<file path="src/sv/dsac_pkg.sv">
// ----------------------------------------------------------------------------
// dsac_pkg
// Shared types, codes and constants of the delta-modulation sample channel.
// ----------------------------------------------------------------------------
`default_nettype none

package dsac_pkg;

  // Item commands
  typedef enum logic [2:0] {
    CMD_TICK    = 3'd0,
    CMD_ENABLE  = 3'd1,
    CMD_DISABLE = 3'd2,
    CMD_LOAD    = 3'd3,
    CMD_FETCHED = 3'd4
  } cmd_t;

  // Configuration register indexes
  localparam int unsigned CFG_IDX_W = 3;
  typedef enum logic [CFG_IDX_W-1:0] {
    REG_RATE_INDEX   = 3'd0,
    REG_LOOP_ENABLE  = 3'd1,
    REG_IRQ_ARM      = 3'd2,
    REG_START_PAGE   = 3'd3,
    REG_LENGTH_UNITS = 3'd4
  } cfg_reg_t;

  localparam logic [15:0] START_BASE    = 16'hC000;
  localparam logic [15:0] WRAP_ADDR     = 16'h8000;
  localparam logic [15:0] LAST_ADDR     = 16'hFFFF;
  localparam logic [6:0]  LEVEL_UP_MAX  = 7'd125;
  localparam logic [6:0]  LEVEL_DN_MIN  = 7'd2;
  localparam logic [3:0]  BITS_PER_BYTE = 4'd8;

  // Sample buffer status, reader to output unit
  typedef struct packed {
    logic       full;
    logic [7:0] data;
  } buf_status_t;

  // One result item
  typedef struct packed {
    logic [6:0]  level_out;
    logic        irq_pending;
    logic        fetch_request;
    logic [15:0] fetch_address;
    logic [11:0] bytes_left;
  } result_t;

  // Timer period in ticks for each rate index
  function automatic logic [8:0] rate_period(input logic [3:0] idx);
    logic [8:0] p;
    case (idx)
      4'd0:    p = 9'd428;
      4'd1:    p = 9'd380;
      4'd2:    p = 9'd340;
      4'd3:    p = 9'd320;
      4'd4:    p = 9'd286;
      4'd5:    p = 9'd254;
      4'd6:    p = 9'd226;
      4'd7:    p = 9'd214;
      4'd8:    p = 9'd190;
      4'd9:    p = 9'd160;
      4'd10:   p = 9'd142;
      4'd11:   p = 9'd128;
      4'd12:   p = 9'd106;
      4'd13:   p = 9'd84;
      4'd14:   p = 9'd72;
      default: p = 9'd54;
    endcase
    return p;
  endfunction

endpackage

`default_nettype wire

</file>
<file path="src/sv/dsac_if.sv">
// ----------------------------------------------------------------------------
// dsac_if
// Valid/ready channels of the channel: items in, results out, register writes.
// ----------------------------------------------------------------------------
`default_nettype none

interface dsac_item_if;
  logic       valid;
  logic       ready;
  logic [2:0] command;
  logic [6:0] level_value;
  logic [7:0] fetched_byte;

  modport source (output valid, command, level_value, fetched_byte, input ready);
  modport sink   (input valid, command, level_value, fetched_byte, output ready);
endinterface

interface dsac_result_if;
  logic        valid;
  logic        ready;
  logic [6:0]  level_out;
  logic        irq_pending;
  logic        fetch_request;
  logic [15:0] fetch_address;
  logic [11:0] bytes_left;

  modport source (output valid, level_out, irq_pending, fetch_request,
                  fetch_address, bytes_left, input ready);
  modport sink   (input valid, level_out, irq_pending, fetch_request,
                  fetch_address, bytes_left, output ready);
endinterface

interface dsac_cfg_if;
  logic       valid;
  logic       ready;
  logic [2:0] index;
  logic [7:0] data;

  modport source (output valid, index, data, input ready);
  modport sink   (input valid, index, data, output ready);
endinterface

`default_nettype wire

</file>
<file path="src/sv/dsac_output_unit.sv">
// ----------------------------------------------------------------------------
// dsac_output_unit
// Rate timer, shift register and 7-bit delta level.
// ----------------------------------------------------------------------------
`default_nettype none

module dsac_output_unit import dsac_pkg::*; (
  input  wire logic        clk,
  input  wire logic        rst,
  input  wire logic        tick,
  input  wire logic        load,
  input  wire logic [6:0]  level_value,
  input  wire logic [3:0]  rate_index,
  input  wire buf_status_t buf_status,
  output logic             reload,
  output logic [6:0]       level_next
);

  logic [8:0] timer_count, timer_next, timer_inc;
  logic [7:0] shift_bits, shift_next;
  logic [3:0] bits_left, bits_next, bits_dec;
  logic       silent, silent_next;
  logic [6:0] level, level_step;
  logic       expire;

  always_comb begin
    timer_inc = timer_count + 9'd1;
    expire    = tick && (timer_inc >= rate_period(rate_index));
    bits_dec  = bits_left - 4'd1;

    // Step the level unless silent, clamped at both ends
    level_step = level;
    if (!silent) begin
      if (shift_bits[0]) begin
        if (level <= LEVEL_UP_MAX) level_step = level + 7'd2;
      end else begin
        if (level >= LEVEL_DN_MIN) level_step = level - 7'd2;
      end
    end

    timer_next  = timer_count;
    shift_next  = shift_bits;
    bits_next   = bits_left;
    silent_next = silent;
    reload      = 1'b0;
    if (tick) timer_next = timer_inc;
    if (expire) begin
      timer_next = '0;
      shift_next = shift_bits >> 1;
      bits_next  = bits_dec;
      if (bits_dec == 4'd0) begin
        bits_next = BITS_PER_BYTE;
        if (buf_status.full) begin
          reload      = 1'b1;
          silent_next = 1'b0;
          shift_next  = buf_status.data;
        end else begin
          silent_next = 1'b1;
        end
      end
    end

    if (load)        level_next = level_value;
    else if (expire) level_next = level_step;
    else             level_next = level;
  end

  always_ff @(posedge clk) begin
    if (rst) begin
      timer_count <= '0;
      shift_bits  <= '0;
      bits_left   <= BITS_PER_BYTE;
      silent      <= 1'b1;
      level       <= '0;
    end else begin
      timer_count <= timer_next;
      shift_bits  <= shift_next;
      bits_left   <= bits_next;
      silent      <= silent_next;
      level       <= level_next;
    end
  end

endmodule

`default_nettype wire

</file>
<file path="src/sv/dsac_reader.sv">
// ----------------------------------------------------------------------------
// dsac_reader
// Memory reader: sample buffer, fetch address, byte count and IRQ flag.
// ----------------------------------------------------------------------------
`default_nettype none

module dsac_reader import dsac_pkg::*; (
  input  wire logic   clk,
  input  wire logic   rst,
  input  wire logic   enable,
  input  wire logic   disable_ch,
  input  wire logic   fetched,
  input  wire logic [7:0] fetched_byte,
  input  wire logic   reload,
  input  wire logic   irq_clear,
  input  wire logic   loop_enable,
  input  wire logic   irq_arm,
  input  wire logic [7:0] start_page,
  input  wire logic [7:0] length_units,
  output buf_status_t buf_status,
  output logic        irq_next,
  output logic        fetch_request_next,
  output logic [15:0] address_next,
  output logic [11:0] remaining_next
);

  logic        buffer_full, full_next;
  logic [7:0]  buffer_byte, byte_next;
  logic [15:0] current_address;
  logic [11:0] remaining_bytes, remaining_dec;
  logic        irq_flag;
  logic        take;
  logic [15:0] start_addr;
  logic [11:0] start_len;

  assign buf_status = '{full: buffer_full, data: buffer_byte};

  always_comb begin
    start_addr    = START_BASE + {2'b00, start_page, 6'b000000};
    start_len     = {length_units, 4'b0000} + 12'd1;
    remaining_dec = remaining_bytes - 12'd1;
    take          = fetched && !buffer_full && (remaining_bytes != 12'd0);

    full_next      = buffer_full;
    byte_next      = buffer_byte;
    address_next   = current_address;
    remaining_next = remaining_bytes;
    irq_next       = irq_flag;

    if (reload) full_next = 1'b0;
    if (irq_clear) irq_next = 1'b0;

    if (enable) begin
      irq_next = 1'b0;
      if (remaining_bytes == 12'd0) begin
        address_next   = start_addr;
        remaining_next = start_len;
      end
    end

    if (disable_ch) begin
      irq_next       = 1'b0;
      remaining_next = '0;
    end

    if (take) begin
      full_next      = 1'b1;
      byte_next      = fetched_byte;
      address_next   = (current_address == LAST_ADDR) ? WRAP_ADDR
                                                      : current_address + 16'd1;
      remaining_next = remaining_dec;
      // Sample end: loop back or flag the interrupt
      if (remaining_dec == 12'd0) begin
        if (loop_enable) begin
          address_next   = start_addr;
          remaining_next = start_len;
        end else if (irq_arm) begin
          irq_next = 1'b1;
        end
      end
    end

    fetch_request_next = !full_next && (remaining_next != 12'd0);
  end

  always_ff @(posedge clk) begin
    if (rst) begin
      buffer_full     <= 1'b0;
      buffer_byte     <= '0;
      current_address <= START_BASE;
      remaining_bytes <= '0;
      irq_flag        <= 1'b0;
    end else begin
      buffer_full     <= full_next;
      buffer_byte     <= byte_next;
      current_address <= address_next;
      remaining_bytes <= remaining_next;
      irq_flag        <= irq_next;
    end
  end

endmodule

`default_nettype wire

</file>
<file path="src/sv/delta_sample_audio_channel.sv">
// ----------------------------------------------------------------------------
// delta_sample_audio_channel
// Delta-modulation sample channel with memory reader and rate timer.
// ----------------------------------------------------------------------------
// Takes one item per clock cycle on in_item while results are taken and gives
// exactly one result per item on out_result in the cycle after the transfer.
// The whole update of an item (timer compare, level step, buffer and address
// bookkeeping) sits between the channel state registers and a single result
// register, so the sustained rate is one item per cycle for as long as the
// result side keeps taking transfers. in_item.ready drops only while a result
// is held and not taken. Register writes on cfg are always ready and are
// registered; a write to an index past the last register is taken and dropped.
// No clearing pass runs after reset: items are accepted once rst is released.
// ----------------------------------------------------------------------------
`default_nettype none

module delta_sample_audio_channel import dsac_pkg::*; (
  input  wire logic     clk,
  input  wire logic     rst,
  dsac_item_if.sink     in_item,
  dsac_result_if.source out_result,
  dsac_cfg_if.sink      cfg
);

  // Configuration registers
  logic [3:0] rate_index;
  logic       loop_enable;
  logic       irq_arm;
  logic [7:0] start_page;
  logic [7:0] length_units;

  logic        in_xfer, cfg_xfer;
  cmd_t        cmd;
  logic        irq_clear;
  logic        reload;
  buf_status_t buf_status;
  result_t     result_next, result;
  logic        out_valid;

  assign in_xfer  = in_item.valid && in_item.ready;
  assign cfg_xfer = cfg.valid && cfg.ready;
  assign cmd      = cmd_t'(in_item.command);

  // Accept while the result register is empty or being drained
  assign in_item.ready = !out_valid || out_result.ready;
  assign cfg.ready     = 1'b1;

  // Writing zero to irq_arm drops a raised interrupt at once
  assign irq_clear = cfg_xfer && (cfg_reg_t'(cfg.index) == REG_IRQ_ARM) && !cfg.data[0];

  always_ff @(posedge clk) begin
    if (rst) begin
      rate_index   <= '0;
      loop_enable  <= 1'b0;
      irq_arm      <= 1'b0;
      start_page   <= '0;
      length_units <= '0;
    end else if (cfg_xfer) begin
      case (cfg_reg_t'(cfg.index))
        REG_RATE_INDEX:   rate_index   <= cfg.data[3:0];
        REG_LOOP_ENABLE:  loop_enable  <= cfg.data[0];
        REG_IRQ_ARM:      irq_arm      <= cfg.data[0];
        REG_START_PAGE:   start_page   <= cfg.data;
        REG_LENGTH_UNITS: length_units <= cfg.data;
        default: ;
      endcase
    end
  end

  dsac_output_unit u_output_unit (
    .clk         (clk),
    .rst         (rst),
    .tick        (in_xfer && (cmd == CMD_TICK)),
    .load        (in_xfer && (cmd == CMD_LOAD)),
    .level_value (in_item.level_value),
    .rate_index  (rate_index),
    .buf_status  (buf_status),
    .reload      (reload),
    .level_next  (result_next.level_out)
  );

  dsac_reader u_reader (
    .clk                (clk),
    .rst                (rst),
    .enable             (in_xfer && (cmd == CMD_ENABLE)),
    .disable_ch         (in_xfer && (cmd == CMD_DISABLE)),
    .fetched            (in_xfer && (cmd == CMD_FETCHED)),
    .fetched_byte       (in_item.fetched_byte),
    .reload             (reload),
    .irq_clear          (irq_clear),
    .loop_enable        (loop_enable),
    .irq_arm            (irq_arm),
    .start_page         (start_page),
    .length_units       (length_units),
    .buf_status         (buf_status),
    .irq_next           (result_next.irq_pending),
    .fetch_request_next (result_next.fetch_request),
    .address_next       (result_next.fetch_address),
    .remaining_next     (result_next.bytes_left)
  );

  // Result register: capture the post-item state, hold until transferred
  always_ff @(posedge clk) begin
    if (rst) begin
      out_valid <= 1'b0;
    end else if (in_xfer) begin
      out_valid <= 1'b1;
    end else if (out_result.ready) begin
      out_valid <= 1'b0;
    end
  end

  always_ff @(posedge clk) begin
    if (in_xfer) begin
      result <= result_next;
    end
  end

  assign out_result.valid         = out_valid;
  assign out_result.level_out     = result.level_out;
  assign out_result.irq_pending   = result.irq_pending;
  assign out_result.fetch_request = result.fetch_request;
  assign out_result.fetch_address = result.fetch_address;
  assign out_result.bytes_left    = result.bytes_left;

endmodule

`default_nettype wire

</file>
<file path="src/flat_wrapper.sv">
// flat-port wrapper written by rule: the top's interface ports become plain ports
module delta_sample_audio_channel_flat import dsac_pkg::*;
  (clk, rst, in_item_valid, in_item_command, in_item_level_value, in_item_fetched_byte, in_item_ready, out_result_valid, out_result_level_out, out_result_irq_pending, out_result_fetch_request, out_result_fetch_address, out_result_bytes_left, out_result_ready, cfg_valid, cfg_index, cfg_data, cfg_ready);
  dsac_item_if in_item_i ();
  dsac_result_if out_result_i ();
  dsac_cfg_if cfg_i ();
  input  wire logic clk;
  input  wire logic rst;
  input wire logic [$bits(in_item_i.valid)-1:0] in_item_valid;
  input wire logic [$bits(in_item_i.command)-1:0] in_item_command;
  input wire logic [$bits(in_item_i.level_value)-1:0] in_item_level_value;
  input wire logic [$bits(in_item_i.fetched_byte)-1:0] in_item_fetched_byte;
  output wire logic [$bits(in_item_i.ready)-1:0] in_item_ready;
  output wire logic [$bits(out_result_i.valid)-1:0] out_result_valid;
  output wire logic [$bits(out_result_i.level_out)-1:0] out_result_level_out;
  output wire logic [$bits(out_result_i.irq_pending)-1:0] out_result_irq_pending;
  output wire logic [$bits(out_result_i.fetch_request)-1:0] out_result_fetch_request;
  output wire logic [$bits(out_result_i.fetch_address)-1:0] out_result_fetch_address;
  output wire logic [$bits(out_result_i.bytes_left)-1:0] out_result_bytes_left;
  input wire logic [$bits(out_result_i.ready)-1:0] out_result_ready;
  input wire logic [$bits(cfg_i.valid)-1:0] cfg_valid;
  input wire logic [$bits(cfg_i.index)-1:0] cfg_index;
  input wire logic [$bits(cfg_i.data)-1:0] cfg_data;
  output wire logic [$bits(cfg_i.ready)-1:0] cfg_ready;
  assign in_item_i.valid = in_item_valid;
  assign in_item_i.command = in_item_command;
  assign in_item_i.level_value = in_item_level_value;
  assign in_item_i.fetched_byte = in_item_fetched_byte;
  assign in_item_ready = in_item_i.ready;
  assign out_result_valid = out_result_i.valid;
  assign out_result_level_out = out_result_i.level_out;
  assign out_result_irq_pending = out_result_i.irq_pending;
  assign out_result_fetch_request = out_result_i.fetch_request;
  assign out_result_fetch_address = out_result_i.fetch_address;
  assign out_result_bytes_left = out_result_i.bytes_left;
  assign out_result_i.ready = out_result_ready;
  assign cfg_i.valid = cfg_valid;
  assign cfg_i.index = cfg_index;
  assign cfg_i.data = cfg_data;
  assign cfg_ready = cfg_i.ready;
  delta_sample_audio_channel u_core (.clk(clk), .rst(rst), .in_item(in_item_i), .out_result(out_result_i), .cfg(cfg_i));
endmodule
</file>
<file path="config.mk">
export PLATFORM = sky130hd
export DESIGN_NAME = delta_sample_audio_channel_flat
export DESIGN_NICKNAME = d
export VERILOG_FILES = /design/src/sv/dsac_pkg.sv /design/src/sv/dsac_if.sv /design/src/sv/dsac_output_unit.sv /design/src/sv/dsac_reader.sv /design/src/sv/delta_sample_audio_channel.sv /design/src/flat_wrapper.sv
export SDC_FILE = /design/constraint.sdc
export NUM_CORES = 1
export LEC_CHECK = 0
export BUFFER_PORTS_ARGS = -buffer_cell sky130_fd_sc_hd__buf_2
export CAP_MARGIN = 10
export CORE_MARGIN = 4
export CORE_UTILIZATION = 55
export DETAILED_ROUTE_END_ITERATION = 6
export PLACE_DENSITY = 0.75
export SLEW_MARGIN = 20
export SYNTH_ARGS = -nofsm -noshare
export SYNTH_HDL_FRONTEND = slang
export SYNTH_HIERARCHICAL = 1
export SYNTH_SLANG_ARGS = --single-unit
</file>
<file path="constraint.sdc">
create_clock -name clk -period 5.8 [get_ports clk]
set_clock_uncertainty 0.05 [all_clocks]
set_input_delay 0.58 -clock clk [delete_from_list [all_inputs] [get_ports clk]]
set_output_delay 0.58 -clock clk [all_outputs]
set_load 0.01 [all_outputs]
</file>
==> impl_metrics.yaml, run 1 <==
clock_network:
  cts_resized: 0
  cts_root_buf: "clkbuf_16"
  clock_sinks: 127
  hold_buffers: 0
  clk_pin_slew_worst_paths_ns: 0.06
  clk_latency_ns: 0.42
  cts_made_buffers: 17
  cts_tree: "yes"
  cts_buffer_depth: 2
  htreeDepth: 4
  post_cts_buffers: 0
cells_and_area:
  area_growth_pct: 15.3
  nets: 854
  finish.utilization: 0.656
  drive_above_1_share: 0.179
  multi_input_area_um2: 3730
  design_area_um2: 7980
  fillCellCount: 1018
  num_antenna_cells: 0
  regArea_um2: 2910
grt:
  grt_pass1_vias: 5833
  antenna_found_initial: 0
  grt_pass1_wl_mm: 28.2
  track_usage: 0.242
  grt-ovfl-total: 0
  grt_max_degree: 54
timing:
  fmax_mhz: 261
  hold_viol: 0
  setup_viol: 0
  maxSlewHeadroom: 0.454
  timing.final.crit_share: 0.660
  tns_ns: 0
  rsz0062_at_grt: "no"
  fin_ws_ns: 1.97
  period_needed_ns: 3.83
  finalMaxSlewViolations: 0
  tightest_slew_ns: 0.819
critical_path:
  critical-path-max-stage-delay_ns: 0.63
  start_kind: "flip-flop"
  cp_top_family: "simple AND/OR/NAND/NOR gates"
  worstReg2RegEnd: "u_core/u_output_unit/level[5]$_SDFF_PP0_"
  r2r_cells: 12
  critical_path_buf_inv_count: 1
  cp-end-kind: "flip-flop"
  r2r-start: "u_core/u_output_unit/timer_count[0]$_SDFFE_PP0P_"
  crit_chain: "ha_1 -> nand3_1 -> nor2_1 -> nand3_1 -> xnor2_1 -> ha_1 -> nand4_1 -> a2111oi_0 -> a22oi_1 -> buf_4 -> or4b_2 -> a31oi_1"
  crit_fanout: 7
  critPathSlowestCell: "or4b_2"
  required_ns: 6.09
  cp.arrival_ns: 4.11
  setup.worst_path.class: "reg2reg"
  rrSetupSlack_ns: 1.97
run_status:
  status: "complete, no violations"
floorplan:
  die_area_um2: 14400
  die_h_um: 120
  start_util: 0.569
  core_um2: 12200
  io-pin-count: 74
  die_width_um: 120
  rows: 40
synthesis:
  synth-main-ff-cell: "dfxtp_1"
  syn-num-nets: 795
  yosysUniqueCellTypes: 78
  netlist_top_cells_area: "dfxtp_1 26%, edfxtp_1 16%, mux2i_1 5.1%"
  synth-edff-count: 37
  yosysTopAreaCell: "dfxtp_1"
  netlist_area_um2: 6920
  synth_top_area_share: 0.260
  async_flop_share: 0
  postSynthAreaPerCell_um2: 9.37
  ys_ff_latch: 127
  seq_area_frac_synth: 0.421
  syn_inst: 739
  yosys_warnings: 6
placement:
  placed_area_um2: 7370
  dp_slack_ns: 1.93
  dp_hpwl_mm: 12.0
  portBuffers: 72
  gp_congestion: 0.892
power:
  ir_drop_uv: 224
  finalPower_mw: 2.14
  p_per_area_nw_per_um2: 269
  p_leak_nw: 3.14
min_path:
  hold_path_end: "u_core/u_reader/buffer_byte[2]$_SDFFE_PP0P_"
  hold_path_depth: 3
  hp-class: "in2reg"
  hold_path.startpoint: "in_item_fetched_byte[2]"
drt:
  drt-total-wl_mm: 17.2
  via_per_inst: 6.09
  wl_per_cell_um: 17.6
  dr.pass1.iters: 5
  routed-via-count: 5967
  ant_nets: 0
  drc_errors: 0
  dr.first_iter.drc_count: 778
run:
  maxCapViolCount: 0
[power breakdown]
part	switching, mW	internal [mW]	leakage, nW
clock network	0.363	0.657	0.286
logic	0.0984	0.0688	1.76
registers	0.0172	0.940	1.10
[cells in the mapped netlist (all sizes together), types with 11 or more instances]
cell type  count
and3          11
nor4          14
buf           12
dfxtp         90
edfxtp        37
nor2          28
clkbuf        29
mux2i         35
a31oi         16
a21oi         50
inv           27
nand2         58
nor2b         23
nand2b        33
nand3         27
o21ai         35
a211oi        21
nor3          19
ha            22
[worst max-delay path by stage]
stage,from,endpoint,slack (ns),depth (start not counted)
after floorplan,u_core/rate_index[0]$_SDFFE_PP0P_,u_core/u_output_unit/level[4]$_SDFF_PP0_,2.63,11
after global placement,u_core/rate_index[0]$_SDFFE_PP0P_,u_core/out_result.level_out[6]$_DFFE_PP_,2.15,10
after detailed placement,u_core/rate_index[0]$_SDFFE_PP0P_,u_core/out_result.level_out[6]$_DFFE_PP_,1.93,10
after CTS,u_core/rate_index[0]$_SDFFE_PP0P_,u_core/out_result.level_out[6]$_DFFE_PP_,1.91,10
after global routing,u_core/u_output_unit/timer_count[0]$_SDFFE_PP0P_,u_core/u_output_unit/level[5]$_SDFF_PP0_,1.63,12
final,u_core/u_output_unit/timer_count[0]$_SDFFE_PP0P_,u_core/u_output_unit/level[5]$_SDFF_PP0_,1.97,12
[cells in the final DEF (no fill, tap or decap), types with 8 or more instances in the layout]
cell,synthesis,final
a211oi_1,20,20
a21oi_1,50,50
a31oi_1,16,15
and3_1,11,11
buf_2,4,72
buf_4,3,8
clkbuf_16,0,18
dfxtp_1,90,90
edfxtp_1,37,37
ha_1,22,22
inv_1,27,27
mux2i_1,35,35
nand2_1,58,58
nand2b_1,33,33
nand3_1,26,26
nand4_1,10,10
nor2_1,28,27
nor2b_1,23,23
nor3_1,19,19
nor4_1,12,11
o21ai_0,32,32
xor2_1,8,8
[metal layers]
layer | vias to the layer above | wire length (µm) | track usage
met3 | 30 | 973 | 0.0622
met2 | 230 | 8320 | 0.399
met5 | - | 0 | 0
li1 | 2870 | - | -
met4 | 0 | 366 | 0.0873
met1 | 2837 | 7540 | 0.307
[final cells by class]
| cell class | count | share of cell area |
|---|---|---|
| clock buffer | 27 | 0.0657 |
| clock inverter | 5 | 0.00627 |
| inverter | 28 | 0.0132 |
| multi-input combinational | 543 | 0.467 |
| sequential | 127 | 0.365 |
| tap | 168 | 0.0263 |
| timing repair buffer | 81 | 0.0561 |
[logic make-up after synthesis]
logic type               synth area share
adder cells (fa/ha/maj)            0.0398
other                            0.000542
AND/OR/NAND/NOR                     0.242
AO/OA/AOI/OAI                       0.170
flip-flops                          0.421
multiplexers                       0.0636
buffers and inverters              0.0441
XOR/XNOR                           0.0190
[worst register-to-register path, cell delays in order (launching register included)]
cell	delay (ns)
dfxtp_1	0.38
ha_1	0.25
nand3_1	0.17
nor2_1	0.34
nand3_1	0.15
xnor2_1	0.15
ha_1	0.32
nand4_1	0.12
a2111oi_0	0.39
a22oi_1	0.30
buf_4	0.26
or4b_2	0.64
a31oi_1	0.22
[flip-flops by register name, indices dropped and copies added (netlist names), 4 cells and up]
register	flops
u_core/out_result.bytes_left	12
u_core/u_reader/current_address	16
u_core/u_output_unit/bits_left	4
u_core/length_units	8
u_core/rate_index	4
u_core/u_reader/remaining_bytes	12
u_core/u_output_unit/timer_count	9
u_core/start_page	8
u_core/u_output_unit/shift_bits	8
u_core/u_reader/buffer_byte	8
u_core/u_output_unit/level	7
u_core/out_result.fetch_address	16
u_core/out_result.level_out	7
[per-stage QoR]
| stage | instances | hold WS [ns] |
|---|---|---|
| finish | 979 | 0.348 |
| global route | 979 | 0.346 |
| CTS | 977 | 0.333 |
| detailed placement | 945 | 0.403 |
| global placement | 945 | 0.395 |
| floorplan | 739 | 0.381 |
Note: power is estimated with default switching activity, not from simulation.
==> run 2, diff against run 1 <==
CORE_UTILIZATION = 53   (was 55)
PLACE_DENSITY = 0.76   (was 0.75)
clock period = 3.12 ns   (was 5.8 ns; I/O delays follow)
==> impl_metrics.yaml, run 2 (synthesized netlist as in run 1, its figures left out) <==
power:
  internal_power_mw: 3.09
  switchingPower_mw: 0.948
  p_leak_nw: 3.51
  clock_power_share: 0.471
  p_comb_frac: 0.090
  ir_drop_uv: 301
  p_per_area_nw_per_um2: 466
  power_frac_seq: 0.440
  finalPower_mw: 4.04
  switching_share: 0.235
floorplan:
  rows: 41
  core_um2: 12700
  die_area_um2: 15000
  die_width_um: 122
  die_h_um: 122
  io-pin-count: 74
  start_util: 0.544
clock_network:
  clk_latency_ns: 0.41
  clk_pin_slew_worst_paths_ns: 0.06
  cts_buffer_depth: 2
  cts_root_buf: "clkbuf_16"
  cts_made_buffers: 17
  cts_tree: "yes"
  hold_buffers: 0
  htreeDepth: 4
  clock_sinks: 127
cells_and_area:
  mostFrequentLayoutCell: "dfxtp_1"
  drive_above_1_share: 0.281
  design_area_um2: 8680
  num_antenna_cells: 0
  area_growth_pct: 25.4
  stdcell_count: 1056
  nets: 927
  finish.utilization: 0.682
  layout_common_cells: "85 x dfxtp_1, 81 x buf_4, 72 x buf_2, 57 x nand2_1, 47 x a21oi_1"
run_status:
  status: "complete, no violations"
timing:
  tightest_slew_ns: 0.607
  setup_viol: 0
  timing.final.crit_share: 0.995
  finalMaxSlewViolations: 0
  fin_ws_ns: 0.0169
  whs_ns: 0.0819
  fmax_mhz: 322
  period_needed_ns: 3.10
  rsz0062_at_grt: "yes"
  tns_ns: 0
  maxSlewHeadroom: 0.594
  hold_viol: 0
grt:
  grt_max_degree: 38
  antenna_found_initial: 0
  grt-ovfl-total: 0
  grt_pass1_wl_mm: 29.7
  grt_pass1_vias: 6177
  track_usage: 0.251
critical_path:
  required_ns: 3.20
  crit_fanout: 6
  r2r_cells: 8
  cp-end-kind: "flip-flop"
  start_kind: "flip-flop"
  r2r-start: "u_core/u_reader/remaining_bytes[0]$_SDFF_PP0_"
  cp.arrival_ns: 3.18
  worstReg2RegEnd: "u_core/out_result.fetch_request$_DFFE_PP_"
  setup.worst_path.class: "reg2reg"
  rrSetupSlack_ns: 0.02
min_path:
  hold_path.startpoint: "in_item_fetched_byte[2]"
  hold_path_depth: 3
  hp-class: "in2reg"
  hold_path_end: "u_core/u_reader/buffer_byte[2]$_SDFFE_PP0P_"
drt:
  drt-total-wl_mm: 18.5
  via_per_inst: 6.07
  dr.pass1.iters: 7
  routed-via-count: 6409
  drc_errors: 0
  wl_per_cell_um: 17.5
  ant_nets: 0
  dr.first_iter.drc_count: 637
run:
  maxCapViolCount: 0
placement:
  gp_congestion: 0.906
  dp.cells: 1017
  placed_area_um2: 7880
  dp_slack_ns: -0.104
  dp_hpwl_mm: 13.2
  portBuffers: 72
[run 2: changes by cell type in the layout (fill, tap and decap cells not counted), sizes merged]
cell      delta
buf         +73
clkbuf       -3
inv          +2
bufinv       -1
clkinv       +1
clkinvlp     +1
[run 2: how the worst max path moves through the flow]
stage	start	endpoint	slack (ns)	cells after the start
6_report	u_core/u_reader/remaining_bytes[0]$_SDFF_PP0_	u_core/out_result.fetch_request$_DFFE_PP_	0.02	8
5_1_grt	u_core/u_reader/remaining_bytes[0]$_SDFF_PP0_	u_core/u_reader/current_address[6]$_SDFF_PP0_	-0.07	9
4_1_cts	u_core/rate_index[0]$_SDFFE_PP0P_	u_core/u_output_unit/level[1]$_SDFF_PP0_	0.005	11
3_5_place_dp	u_core/rate_index[0]$_SDFFE_PP0P_	u_core/u_output_unit/level[1]$_SDFF_PP0_	-0.10	11
3_3_place_gp	u_core/u_reader/remaining_bytes[0]$_SDFF_PP0_	u_core/out_result.fetch_request$_DFFE_PP_	-0.006	10
2_1_floorplan	u_core/u_output_unit/timer_count[0]$_SDFFE_PP0P_	u_core/u_output_unit/level[4]$_SDFF_PP0_	0.02	12
[run 2: per-layer routing]
layer / wire (µm) / part of all wire / vias up / track usage
li1: - / - / 3028 / -
met1: 7810 / 0.42 / 3057 / 0.316
met2: 9000 / 0.49 / 279 / 0.420
met3: 1280 / 0.069 / 45 / 0.0627
met4: 438 / 0.024 / 0 / 0.0903
met5: 0 / 0 / - / 0
[run 2: area by class of cell]
type | count | area, µm²
Tap cell | 172 | 215
Clock buffer | 24 | 534
Fill cell | 1020 | 4050
Timing Repair Buffer | 154 | 980
Clock inverter | 8 | 47.5
Inverter | 28 | 105
Multi-Input combinational cell | 543 | 3880
Sequential cell | 127 | 2920
[run 2: worst max-delay path, cell delays in order, from the launching register on]
cell     delay, ns
dfxtp_1       0.35
buf_4         0.16
or4_1         0.50
o21a_1        0.21
or4_4         0.52
o31ai_4       0.38
o32ai_2       0.17
nor4_2        0.28
a41oi_1       0.18
[run 2: timing repair]
action,CTS,global route
resized for setup,15,30
buffers inserted,4,3
setup endpoints to repair,21,48
pin swaps,7,12
[run 2: power groups by stage]
stage | Combinational, mW | Sequential [mW] | Clock [mW]
global route | 0.391 | 1.78 | 2.02
finish | 0.362 | 1.78 | 1.90
global placement | 0.333 | 1.81 | 0
floorplan | 0.193 | 1.82 | 0
detailed placement | 0.340 | 1.81 | 0
CTS | 0.353 | 1.78 | 1.93
